===== src/rtl/bgjc_pkg.sv =====
// Shared types and codes of the block Gauss-Jordan conditioner.
package bgjc_pkg;

	localparam logic [1:0] MODE_WRITE = 2'd0;
	localparam logic [1:0] MODE_RUN   = 2'd1;
	localparam logic [1:0] MODE_READ  = 2'd2;

	localparam logic [1:0] ST_READ = 2'd0;
	localparam logic [1:0] ST_DONE = 2'd1;
	localparam logic [1:0] ST_ZERO = 2'd2;

	localparam logic signed [31:0] Q_ONE = 32'sh0001_0000;

	typedef enum logic [2:0] {WS_IN, WS_DIV, WS_SUB, WS_ONE, WS_ZERO} wsel_t;
	typedef enum logic [2:0] {LD_NONE, LD_P, LD_X, LD_A, LD_B} ld_t;

	typedef struct packed {
		logic       mem_we;
		logic       mem_re;
		wsel_t      wsel;
		ld_t        ld;
		logic       div_start;
		logic       mul_go;
		logic       rnd_go;
		logic       sub_go;
		logic       out_load;
		logic       out_zero;
		logic [1:0] out_status;
	} dp_cmd_t;

	typedef struct packed {
		logic p_zero;
		logic x_zero;
		logic div_done;
	} dp_stat_t;

endpackage


===== src/rtl/bgjc_ctrl.sv =====
// Controller: input handshake, held marks, elimination sequencer and output valid.
module bgjc_ctrl #(
	parameter int LOCAL_ROWS = 8,
	parameter int COLUMNS    = 16,
	parameter int RW         = 3,
	parameter int CW         = 5
) (
	input  logic               clk,
	input  logic               arst_n,
	input  logic               in_valid,
	output logic               in_stall,
	input  logic [1:0]         mode,
	input  logic [2:0]         row_index,
	input  logic [4:0]         column_index,
	input  logic               hold_row,
	input  logic [3:0]         cfg_rows,
	input  logic [4:0]         cfg_cols,
	output logic               out_valid,
	input  logic               out_stall,
	output bgjc_pkg::dp_cmd_t  cmd,
	output logic [RW-1:0]      mem_row,
	output logic [CW-1:0]      mem_col,
	input  bgjc_pkg::dp_stat_t stat
);

	localparam int JW = $clog2(LOCAL_ROWS + 1);

	typedef enum logic [4:0] {
		S_IDLE, S_RD_WAIT, S_J_CHECK, S_P_LOAD, S_P_TEST, S_N_RD, S_N_LDA, S_N_DST,
		S_N_DIV, S_N_NEXT, S_K_CHECK, S_X_LOAD, S_X_TEST, S_C_RDA, S_C_LDA, S_C_LDB,
		S_C_MUL, S_C_RND, S_C_WR, S_C_NEXT, S_FINISH
	} state_t;

	state_t              state_q;
	logic [JW-1:0]       j_q, k_q;
	logic [CW-1:0]       l_q;
	logic                zero_q;
	logic                rd_ok_q;
	logic                out_valid_q;
	logic [LOCAL_ROWS-1:0] held_q;

	logic          accept, ok, out_busy;
	logic [31:0]   nc32, nr32;
	logic [JW-1:0] nr;
	logic          jlt, klt, l_is_j, l_last;
	logic [CW-1:0] l_next;
	logic [RW-1:0] j_row, k_row, in_row;
	logic [CW-1:0] j_col;

	assign out_busy = out_valid_q && out_stall;
	assign in_stall = (state_q != S_IDLE) || out_busy;
	assign accept   = in_valid && !in_stall;
	assign ok       = (32'(row_index) < LOCAL_ROWS) && (32'(column_index) <= COLUMNS);

	// Effective counts: columns clipped to the store, rows clipped to store and columns.
	always_comb begin
		nc32 = (32'(cfg_cols) > COLUMNS) ? COLUMNS : 32'(cfg_cols);
		nr32 = (32'(cfg_rows) > LOCAL_ROWS) ? LOCAL_ROWS : 32'(cfg_rows);
		if (nr32 > nc32) begin
			nr32 = nc32;
		end
	end

	assign nr     = JW'(nr32);
	assign jlt    = j_q < nr;
	assign klt    = k_q < nr;
	assign l_is_j = 32'(l_q) == 32'(j_q);
	assign l_last = 32'(l_q) == COLUMNS;
	// After the last used column the walk jumps to the right-hand side.
	assign l_next = (32'(l_q) + 32'd1 == nc32) ? CW'(COLUMNS) : CW'(32'(l_q) + 32'd1);
	assign j_row  = RW'(j_q);
	assign k_row  = RW'(k_q);
	assign j_col  = CW'(j_q);
	assign in_row = RW'(row_index);

	always_comb begin
		cmd     = '0;
		mem_row = in_row;
		mem_col = CW'(column_index);
		unique case (state_q)
			S_IDLE: begin
				if (accept && ok) begin
					cmd.mem_we = (mode == bgjc_pkg::MODE_WRITE);
					cmd.mem_re = (mode == bgjc_pkg::MODE_READ);
				end
			end
			S_RD_WAIT: begin
				cmd.out_load   = !out_busy;
				cmd.out_zero   = !rd_ok_q;
				cmd.out_status = bgjc_pkg::ST_READ;
			end
			S_J_CHECK: begin
				mem_row    = j_row;
				mem_col    = j_col;
				cmd.mem_re = jlt && !held_q[j_row];
			end
			S_P_LOAD: cmd.ld = bgjc_pkg::LD_P;
			S_P_TEST: ;
			S_N_RD: begin
				mem_row = j_row;
				mem_col = l_q;
				if (l_is_j) begin
					cmd.mem_we = 1'b1;
					cmd.wsel   = bgjc_pkg::WS_ONE;
				end else begin
					cmd.mem_re = 1'b1;
				end
			end
			S_N_LDA: cmd.ld = bgjc_pkg::LD_A;
			S_N_DST: cmd.div_start = 1'b1;
			S_N_DIV: begin
				mem_row    = j_row;
				mem_col    = l_q;
				cmd.mem_we = stat.div_done;
				cmd.wsel   = bgjc_pkg::WS_DIV;
			end
			S_N_NEXT: ;
			S_K_CHECK: begin
				mem_row    = k_row;
				mem_col    = j_col;
				cmd.mem_re = klt && (k_q != j_q);
			end
			S_X_LOAD: cmd.ld = bgjc_pkg::LD_X;
			S_X_TEST: ;
			S_C_RDA: begin
				mem_col = l_q;
				if (l_is_j) begin
					mem_row    = k_row;
					cmd.mem_we = 1'b1;
					cmd.wsel   = bgjc_pkg::WS_ZERO;
				end else begin
					mem_row    = j_row;
					cmd.mem_re = 1'b1;
				end
			end
			S_C_LDA: begin
				cmd.ld     = bgjc_pkg::LD_A;
				mem_row    = k_row;
				mem_col    = l_q;
				cmd.mem_re = 1'b1;
			end
			S_C_LDB: begin
				cmd.ld     = bgjc_pkg::LD_B;
				cmd.mul_go = 1'b1;
			end
			S_C_MUL: cmd.rnd_go = 1'b1;
			S_C_RND: cmd.sub_go = 1'b1;
			S_C_WR: begin
				mem_row    = k_row;
				mem_col    = l_q;
				cmd.mem_we = 1'b1;
				cmd.wsel   = bgjc_pkg::WS_SUB;
			end
			S_C_NEXT: ;
			S_FINISH: begin
				cmd.out_load   = !out_busy;
				cmd.out_zero   = 1'b1;
				cmd.out_status = zero_q ? bgjc_pkg::ST_ZERO : bgjc_pkg::ST_DONE;
			end
			default: ;
		endcase
	end

	always_ff @(posedge clk or negedge arst_n) begin
		if (!arst_n) begin
			state_q     <= S_IDLE;
			j_q         <= '0;
			k_q         <= '0;
			l_q         <= '0;
			zero_q      <= 1'b0;
			rd_ok_q     <= 1'b0;
			out_valid_q <= 1'b0;
			held_q      <= '0;
		end else begin
			if (out_valid_q && !out_stall) begin
				out_valid_q <= 1'b0;
			end
			if (cmd.out_load) begin
				out_valid_q <= 1'b1;
			end
			unique case (state_q)
				S_IDLE: begin
					if (accept) begin
						if (mode == bgjc_pkg::MODE_WRITE) begin
							if (ok && 32'(column_index) == COLUMNS) begin
								held_q[in_row] <= hold_row;
							end
						end else if (mode == bgjc_pkg::MODE_READ) begin
							rd_ok_q <= ok;
							state_q <= S_RD_WAIT;
						end else if (mode == bgjc_pkg::MODE_RUN) begin
							j_q     <= '0;
							zero_q  <= 1'b0;
							state_q <= S_J_CHECK;
						end
					end
				end
				S_RD_WAIT: if (!out_busy) state_q <= S_IDLE;
				S_J_CHECK: begin
					if (!jlt) begin
						state_q <= S_FINISH;
					end else if (held_q[j_row]) begin
						j_q <= j_q + JW'(1);
					end else begin
						state_q <= S_P_LOAD;
					end
				end
				S_P_LOAD: state_q <= S_P_TEST;
				S_P_TEST: begin
					if (stat.p_zero) begin
						zero_q  <= 1'b1;
						j_q     <= j_q + JW'(1);
						state_q <= S_J_CHECK;
					end else begin
						l_q     <= '0;
						state_q <= S_N_RD;
					end
				end
				S_N_RD:  state_q <= l_is_j ? S_N_NEXT : S_N_LDA;
				S_N_LDA: state_q <= S_N_DST;
				S_N_DST: state_q <= S_N_DIV;
				S_N_DIV: if (stat.div_done) state_q <= S_N_NEXT;
				S_N_NEXT: begin
					if (l_last) begin
						k_q     <= '0;
						state_q <= S_K_CHECK;
					end else begin
						l_q     <= l_next;
						state_q <= S_N_RD;
					end
				end
				S_K_CHECK: begin
					if (!klt) begin
						j_q     <= j_q + JW'(1);
						state_q <= S_J_CHECK;
					end else if (k_q == j_q) begin
						k_q <= k_q + JW'(1);
					end else begin
						state_q <= S_X_LOAD;
					end
				end
				S_X_LOAD: state_q <= S_X_TEST;
				S_X_TEST: begin
					if (stat.x_zero) begin
						k_q     <= k_q + JW'(1);
						state_q <= S_K_CHECK;
					end else begin
						l_q     <= '0;
						state_q <= S_C_RDA;
					end
				end
				S_C_RDA: state_q <= l_is_j ? S_C_NEXT : S_C_LDA;
				S_C_LDA: state_q <= S_C_LDB;
				S_C_LDB: state_q <= S_C_MUL;
				S_C_MUL: state_q <= S_C_RND;
				S_C_RND: state_q <= S_C_WR;
				S_C_WR:  state_q <= S_C_NEXT;
				S_C_NEXT: begin
					if (l_last) begin
						k_q     <= k_q + JW'(1);
						state_q <= S_K_CHECK;
					end else begin
						l_q     <= l_next;
						state_q <= S_C_RDA;
					end
				end
				S_FINISH: if (!out_busy) state_q <= S_IDLE;
				default: state_q <= S_IDLE;
			endcase
		end
	end

	assign out_valid = out_valid_q;

endmodule


===== config.mk =====
export PLATFORM = sky130hd
export DESIGN_NAME = bgjc_ctrl
export DESIGN_NICKNAME = d
export VERILOG_FILES = /design/src/rtl/bgjc_pkg.sv /design/src/rtl/bgjc_ctrl.sv
export SDC_FILE = /design/constraint.sdc
export NUM_CORES = 1
export LEC_CHECK = 0
export BUFFER_PORTS_ARGS = -buffer_cell sky130_fd_sc_hd__buf_2
export CELL_PAD_IN_SITES_DETAIL_PLACEMENT = 0
export CELL_PAD_IN_SITES_GLOBAL_PLACEMENT = 2
export CORE_AREA = 2 2 100 102
export DETAILED_ROUTE_END_ITERATION = 12
export DIE_AREA = 0 0 102 104
export GPL_TIMING_DRIVEN = 0
export PLACE_DENSITY_LB_ADDON = 0.1
export SLEW_MARGIN = 20
export SYNTH_ARGS = -nofsm -noshare
export SYNTH_HDL_FRONTEND = slang
export SYNTH_SLANG_ARGS = --single-unit

===== constraint.sdc =====
create_clock -name clk -period 5.34 [get_ports clk]
set_clock_uncertainty 0.2 [all_clocks]
set_input_delay 1.068 -clock clk [delete_from_list [all_inputs] [get_ports clk]]
set_output_delay 1.068 -clock clk [all_outputs]
set_load 0.01 [all_outputs]

==> impl_metrics.xml <==
<?xml version="1.0" encoding="UTF-8"?>
<metrics>
  <group name="run_status">
    <metric name="outcome" unit="">finished clean</metric>
  </group>
  <group name="setup_path">
    <metric name="worst_setup_path_category" unit="">primary input to output pin</metric>
    <metric name="endpoint_kind" unit="">output pin</metric>
    <metric name="data_arrival_critical_path" unit="ns">3.83</metric>
    <metric name="worst-endpoint-required" unit="ns">4.07</metric>
    <metric name="endpoint" unit="">cmd[14]</metric>
    <metric name="reg2reg_setup_slack" unit="ns">2.12</metric>
    <metric name="worstReg2RegStart" unit="">state_q[3]</metric>
    <metric name="start_kind" unit="">primary input</metric>
    <metric name="maximum_fanout_encountered_on_the_critical_timing_path" unit="">6</metric>
    <metric name="reg2reg_to" unit="">state_q[0]</metric>
    <metric name="worstRegToRegCells" unit="">9</metric>
    <metric name="crit_start" unit="">cfg_rows[3]</metric>
  </group>
  <group name="synthesis">
    <metric name="synth.yosys.seq_area_share" unit="%">23.4</metric>
    <metric name="syn_area_per_cell" unit="um2">7.63</metric>
    <metric name="synth_cell_types" unit="">72</metric>
    <metric name="synth.ff_latch_count" unit="">29</metric>
    <metric name="ys_warn_count" unit="">0</metric>
    <metric name="synth.area.top_cells" unit="">sky130_fd_sc_hd__dfrtp_1 23%, sky130_fd_sc_hd__nand2_1 5.5%, sky130_fd_sc_hd__ha_1 5.2%</metric>
    <metric name="yosys.area.top_type_share" unit="%">23.4</metric>
    <metric name="synth_top_area_cell" unit="">sky130_fd_sc_hd__dfrtp_1</metric>
    <metric name="ys.flop_type" unit="">sky130_fd_sc_hd__dfrtp_1</metric>
    <metric name="synth-async-reset-ratio" unit="%">100</metric>
    <metric name="syn_nets" unit="">446</metric>
    <metric name="synth-edff-count" unit="">0</metric>
    <metric name="syn_area" unit="um2">3100</metric>
    <metric name="gate_count_of_the_mapped_netlist" unit="">406</metric>
  </group>
  <group name="routing">
    <metric name="drc_marker_count_from_the_first_detailed_route_iteration" unit="">166</metric>
    <metric name="vias" unit="">3293</metric>
    <metric name="drt_drc_violations_left" unit="">0</metric>
    <metric name="post_drt_wl_per_cell" unit="um">18.3</metric>
    <metric name="first_pass_drt_iterations" unit="">6</metric>
    <metric name="vias_per_cell" unit="">5.53</metric>
    <metric name="drtAntennaViolNets" unit="">0</metric>
    <metric name="detail_route.wirelength" unit="um">10900</metric>
  </group>
  <group name="global_route">
    <metric name="grt_start_max_net_pins" unit="">30</metric>
    <metric name="gr-total-overflow" unit="">0</metric>
    <metric name="grt_pass1_wl" unit="um">17500</metric>
    <metric name="initial_antenna_violation_count" unit="">0</metric>
    <metric name="first_global_vias" unit="">3158</metric>
    <metric name="grt_use_total" unit="%">21.2</metric>
  </group>
  <group name="die">
    <metric name="floorplan.die_area" unit="um2">10600</metric>
    <metric name="floorplan.die.height" unit="um">104</metric>
    <metric name="die_x" unit="um">102</metric>
    <metric name="rows" unit="">36</metric>
    <metric name="ioPinCount" unit="">53</metric>
    <metric name="initial_core_util" unit="%">32.5</metric>
    <metric name="floorplan.core_area" unit="um2">9550</metric>
  </group>
  <group name="final_layout">
    <metric name="filler_cells" unit="">1081</metric>
    <metric name="most-common-layout-cells" unit="">51 x sky130_fd_sc_hd__buf_2, 45 x sky130_fd_sc_hd__nand2_1, 36 x sky130_fd_sc_hd__nor2_1</metric>
    <metric name="post_layout_net_count" unit="">502</metric>
    <metric name="final_layout_size_suffix_gt1_share" unit="%">19.7</metric>
    <metric name="antennaDiodeCount" unit="">0</metric>
    <metric name="syn_to_final_growth" unit="%">17.2</metric>
    <metric name="most_frequent_standard_cell_in_the_layout_excluding_fill_and_tap_cells" unit="">sky130_fd_sc_hd__buf_2</metric>
  </group>
  <group name="power">
    <metric name="total_leakage_power" unit="nW">1.59</metric>
    <metric name="power_density" unit="nW/um2">468</metric>
    <metric name="ir_drop" unit="V">0.000197</metric>
  </group>
  <group name="clock_tree">
    <metric name="cts_repair_resize_count" unit="">0</metric>
    <metric name="cts.sink_count" unit="">29</metric>
    <metric name="clockRootBuffer" unit="">sky130_fd_sc_hd__clkbuf_8</metric>
    <metric name="source_to_sink_clock_delay_at_the_later_pin_of_the_worst_skew_pair" unit="ns">0.29</metric>
    <metric name="tritoncts" unit="">yes</metric>
    <metric name="cts_max_level" unit="">2</metric>
    <metric name="postCtsSetupRepairBufs" unit="">0</metric>
    <metric name="worst_setup_hold_path_clk_slew" unit="ns">0.09</metric>
    <metric name="clock_buffer_depth" unit="">2</metric>
    <metric name="cts_made_buffers" unit="">5</metric>
    <metric name="cts_hold_buffers" unit="">0</metric>
  </group>
  <group name="sta">
    <metric name="rsz_0062_raised_after_global_routing" unit="">false</metric>
    <metric name="setup_viol" unit="">0</metric>
    <metric name="setup-tns-final" unit="ns">0</metric>
    <metric name="timing.final.hold_violations" unit="">0</metric>
    <metric name="fin_crit_sh" unit="%">95.5</metric>
    <metric name="slew_viol_final" unit="">0</metric>
    <metric name="slew_headroom" unit="%">50.7</metric>
    <metric name="timing.final.crit_period" unit="ns">5.10</metric>
    <metric name="fmaxAchievable" unit="MHz">196</metric>
    <metric name="max_slew.worst_pin.slew" unit="ns">0.739</metric>
    <metric name="finalHoldWorstSlack" unit="ns">0.310</metric>
  </group>
  <group name="job">
    <metric name="cap_viol_max_count" unit="">0</metric>
  </group>
  <group name="placement">
    <metric name="place_hpwl" unit="um">8500</metric>
    <metric name="numPortBuffers" unit="">49</metric>
    <metric name="place.gp.congestion" unit="">0.911</metric>
  </group>
  <group name="hold_path">
    <metric name="worstHoldPathType" unit="">flop to flop</metric>
  </group>
</metrics>
worst max-delay path: stages:
cell	delay [ns]
sky130_fd_sc_hd__buf_2	0.13
sky130_fd_sc_hd__nand2b_1	0.21
sky130_fd_sc_hd__ha_1	0.35
sky130_fd_sc_hd__a41o_2	0.31
sky130_fd_sc_hd__nor2_2	0.23
sky130_fd_sc_hd__mux2i_2	0.32
sky130_fd_sc_hd__ha_1	0.31
sky130_fd_sc_hd__a21oi_1	0.06
sky130_fd_sc_hd__a21oi_1	0.26
sky130_fd_sc_hd__nor2_1	0.06
sky130_fd_sc_hd__a221o_2	0.37
sky130_fd_sc_hd__buf_2	0.14
kinds of logic after synthesis:
| family | share of synthesized area (%) |
|---|---|
| mux | 7.59 |
| xor+xnor | 3.39 |
| buf+inv | 6.18 |
| compound gates | 23.8 |
| flops | 23.4 |
| fa+ha+maj | 5.25 |
| simple gates | 30.4 |
sequential cells by signal (all words and copies together) (netlist names):
signal	flops
j_q	4
held_q	8
k_q	4
state_q	5
zero_q	1
l_q	5
rd_ok_q	1
out_valid	1
report_power, final:
part | leakage (nW) | internal [mW] | switching (mW)
clock network | 0.0543 | 0.140 | 0.103
registers | 0.388 | 0.271 | 0.0504
logic | 1.15 | 0.404 | 0.732
worst min path at each step:
stage	start	endpoint	slack [ns]	depth (start not counted)
final	held_q[5]	held_q[5]	0.31	1
after global routing	held_q[6]	held_q[6]	0.32	1
after CTS	held_q[5]	held_q[5]	0.31	1
after detailed placement	held_q[5]	held_q[5]	0.29	1
after global placement	held_q[1]	held_q[1]	0.28	1
after floorplan	held_q[7]	held_q[7]	0.27	1
per-layer routing:
layer	up-vias	share of wire, %	global-route usage, %
li1	1597	-	-
met2	117	46	33.1
met4	0	2.4	6.00
met3	18	5.0	2.69
met5	-	0	0
met1	1561	46	30.5
synth_stat cells (5+ instances only):
cell type                  instances
sky130_fd_sc_hd__a222oi_1          5
sky130_fd_sc_hd__or3_1             6
sky130_fd_sc_hd__o22ai_1           5
sky130_fd_sc_hd__and3_1            5
sky130_fd_sc_hd__ha_1             13
sky130_fd_sc_hd__nand3b_1          5
sky130_fd_sc_hd__mux2_2           12
sky130_fd_sc_hd__clkbuf_1         17
sky130_fd_sc_hd__nand3_1          14
sky130_fd_sc_hd__nand2_1          45
sky130_fd_sc_hd__nand2b_1         14
sky130_fd_sc_hd__o21ai_0          22
sky130_fd_sc_hd__nor3_1           15
sky130_fd_sc_hd__a21oi_1          23
sky130_fd_sc_hd__inv_1            21
sky130_fd_sc_hd__nor2b_1          11
sky130_fd_sc_hd__nor2_1           37
sky130_fd_sc_hd__xnor2_1          10
sky130_fd_sc_hd__dfrtp_1          29
final cells by class:
| cell class | instances | area [um2] | area share [%] |
|---|---|---|---|
| Buffer | 26 | 113 | 3.10 |
| Clock buffer | 5 | 68.8 | 1.89 |
| Clock inverter | 3 | 46.3 | 1.27 |
| Inverter | 21 | 78.8 | 2.17 |
| Multi-Input combinational cell | 330 | 2190 | 60.2 |
| Sequential cell | 29 | 726 | 20.0 |
| Tap cell | 133 | 166 | 4.58 |
| Timing Repair Buffer | 49 | 245 | 6.75 |
per-stage QoR:
step	worst slack (ns)	utilization, %	total power [mW]	cell area [um2]	instances
final	0.241	38.0	1.70	3630	596
after CTS	0.115	38.0	1.70	3630	596
after global placement	0.125	36.8	1.45	3510	588
after floorplan	0.656	-	1.09	3100	406
after detailed placement	0.120	36.8	1.45	3510	588
after global routing	0.105	38.0	1.86	3630	596
(Power assumes the default switching activity.)
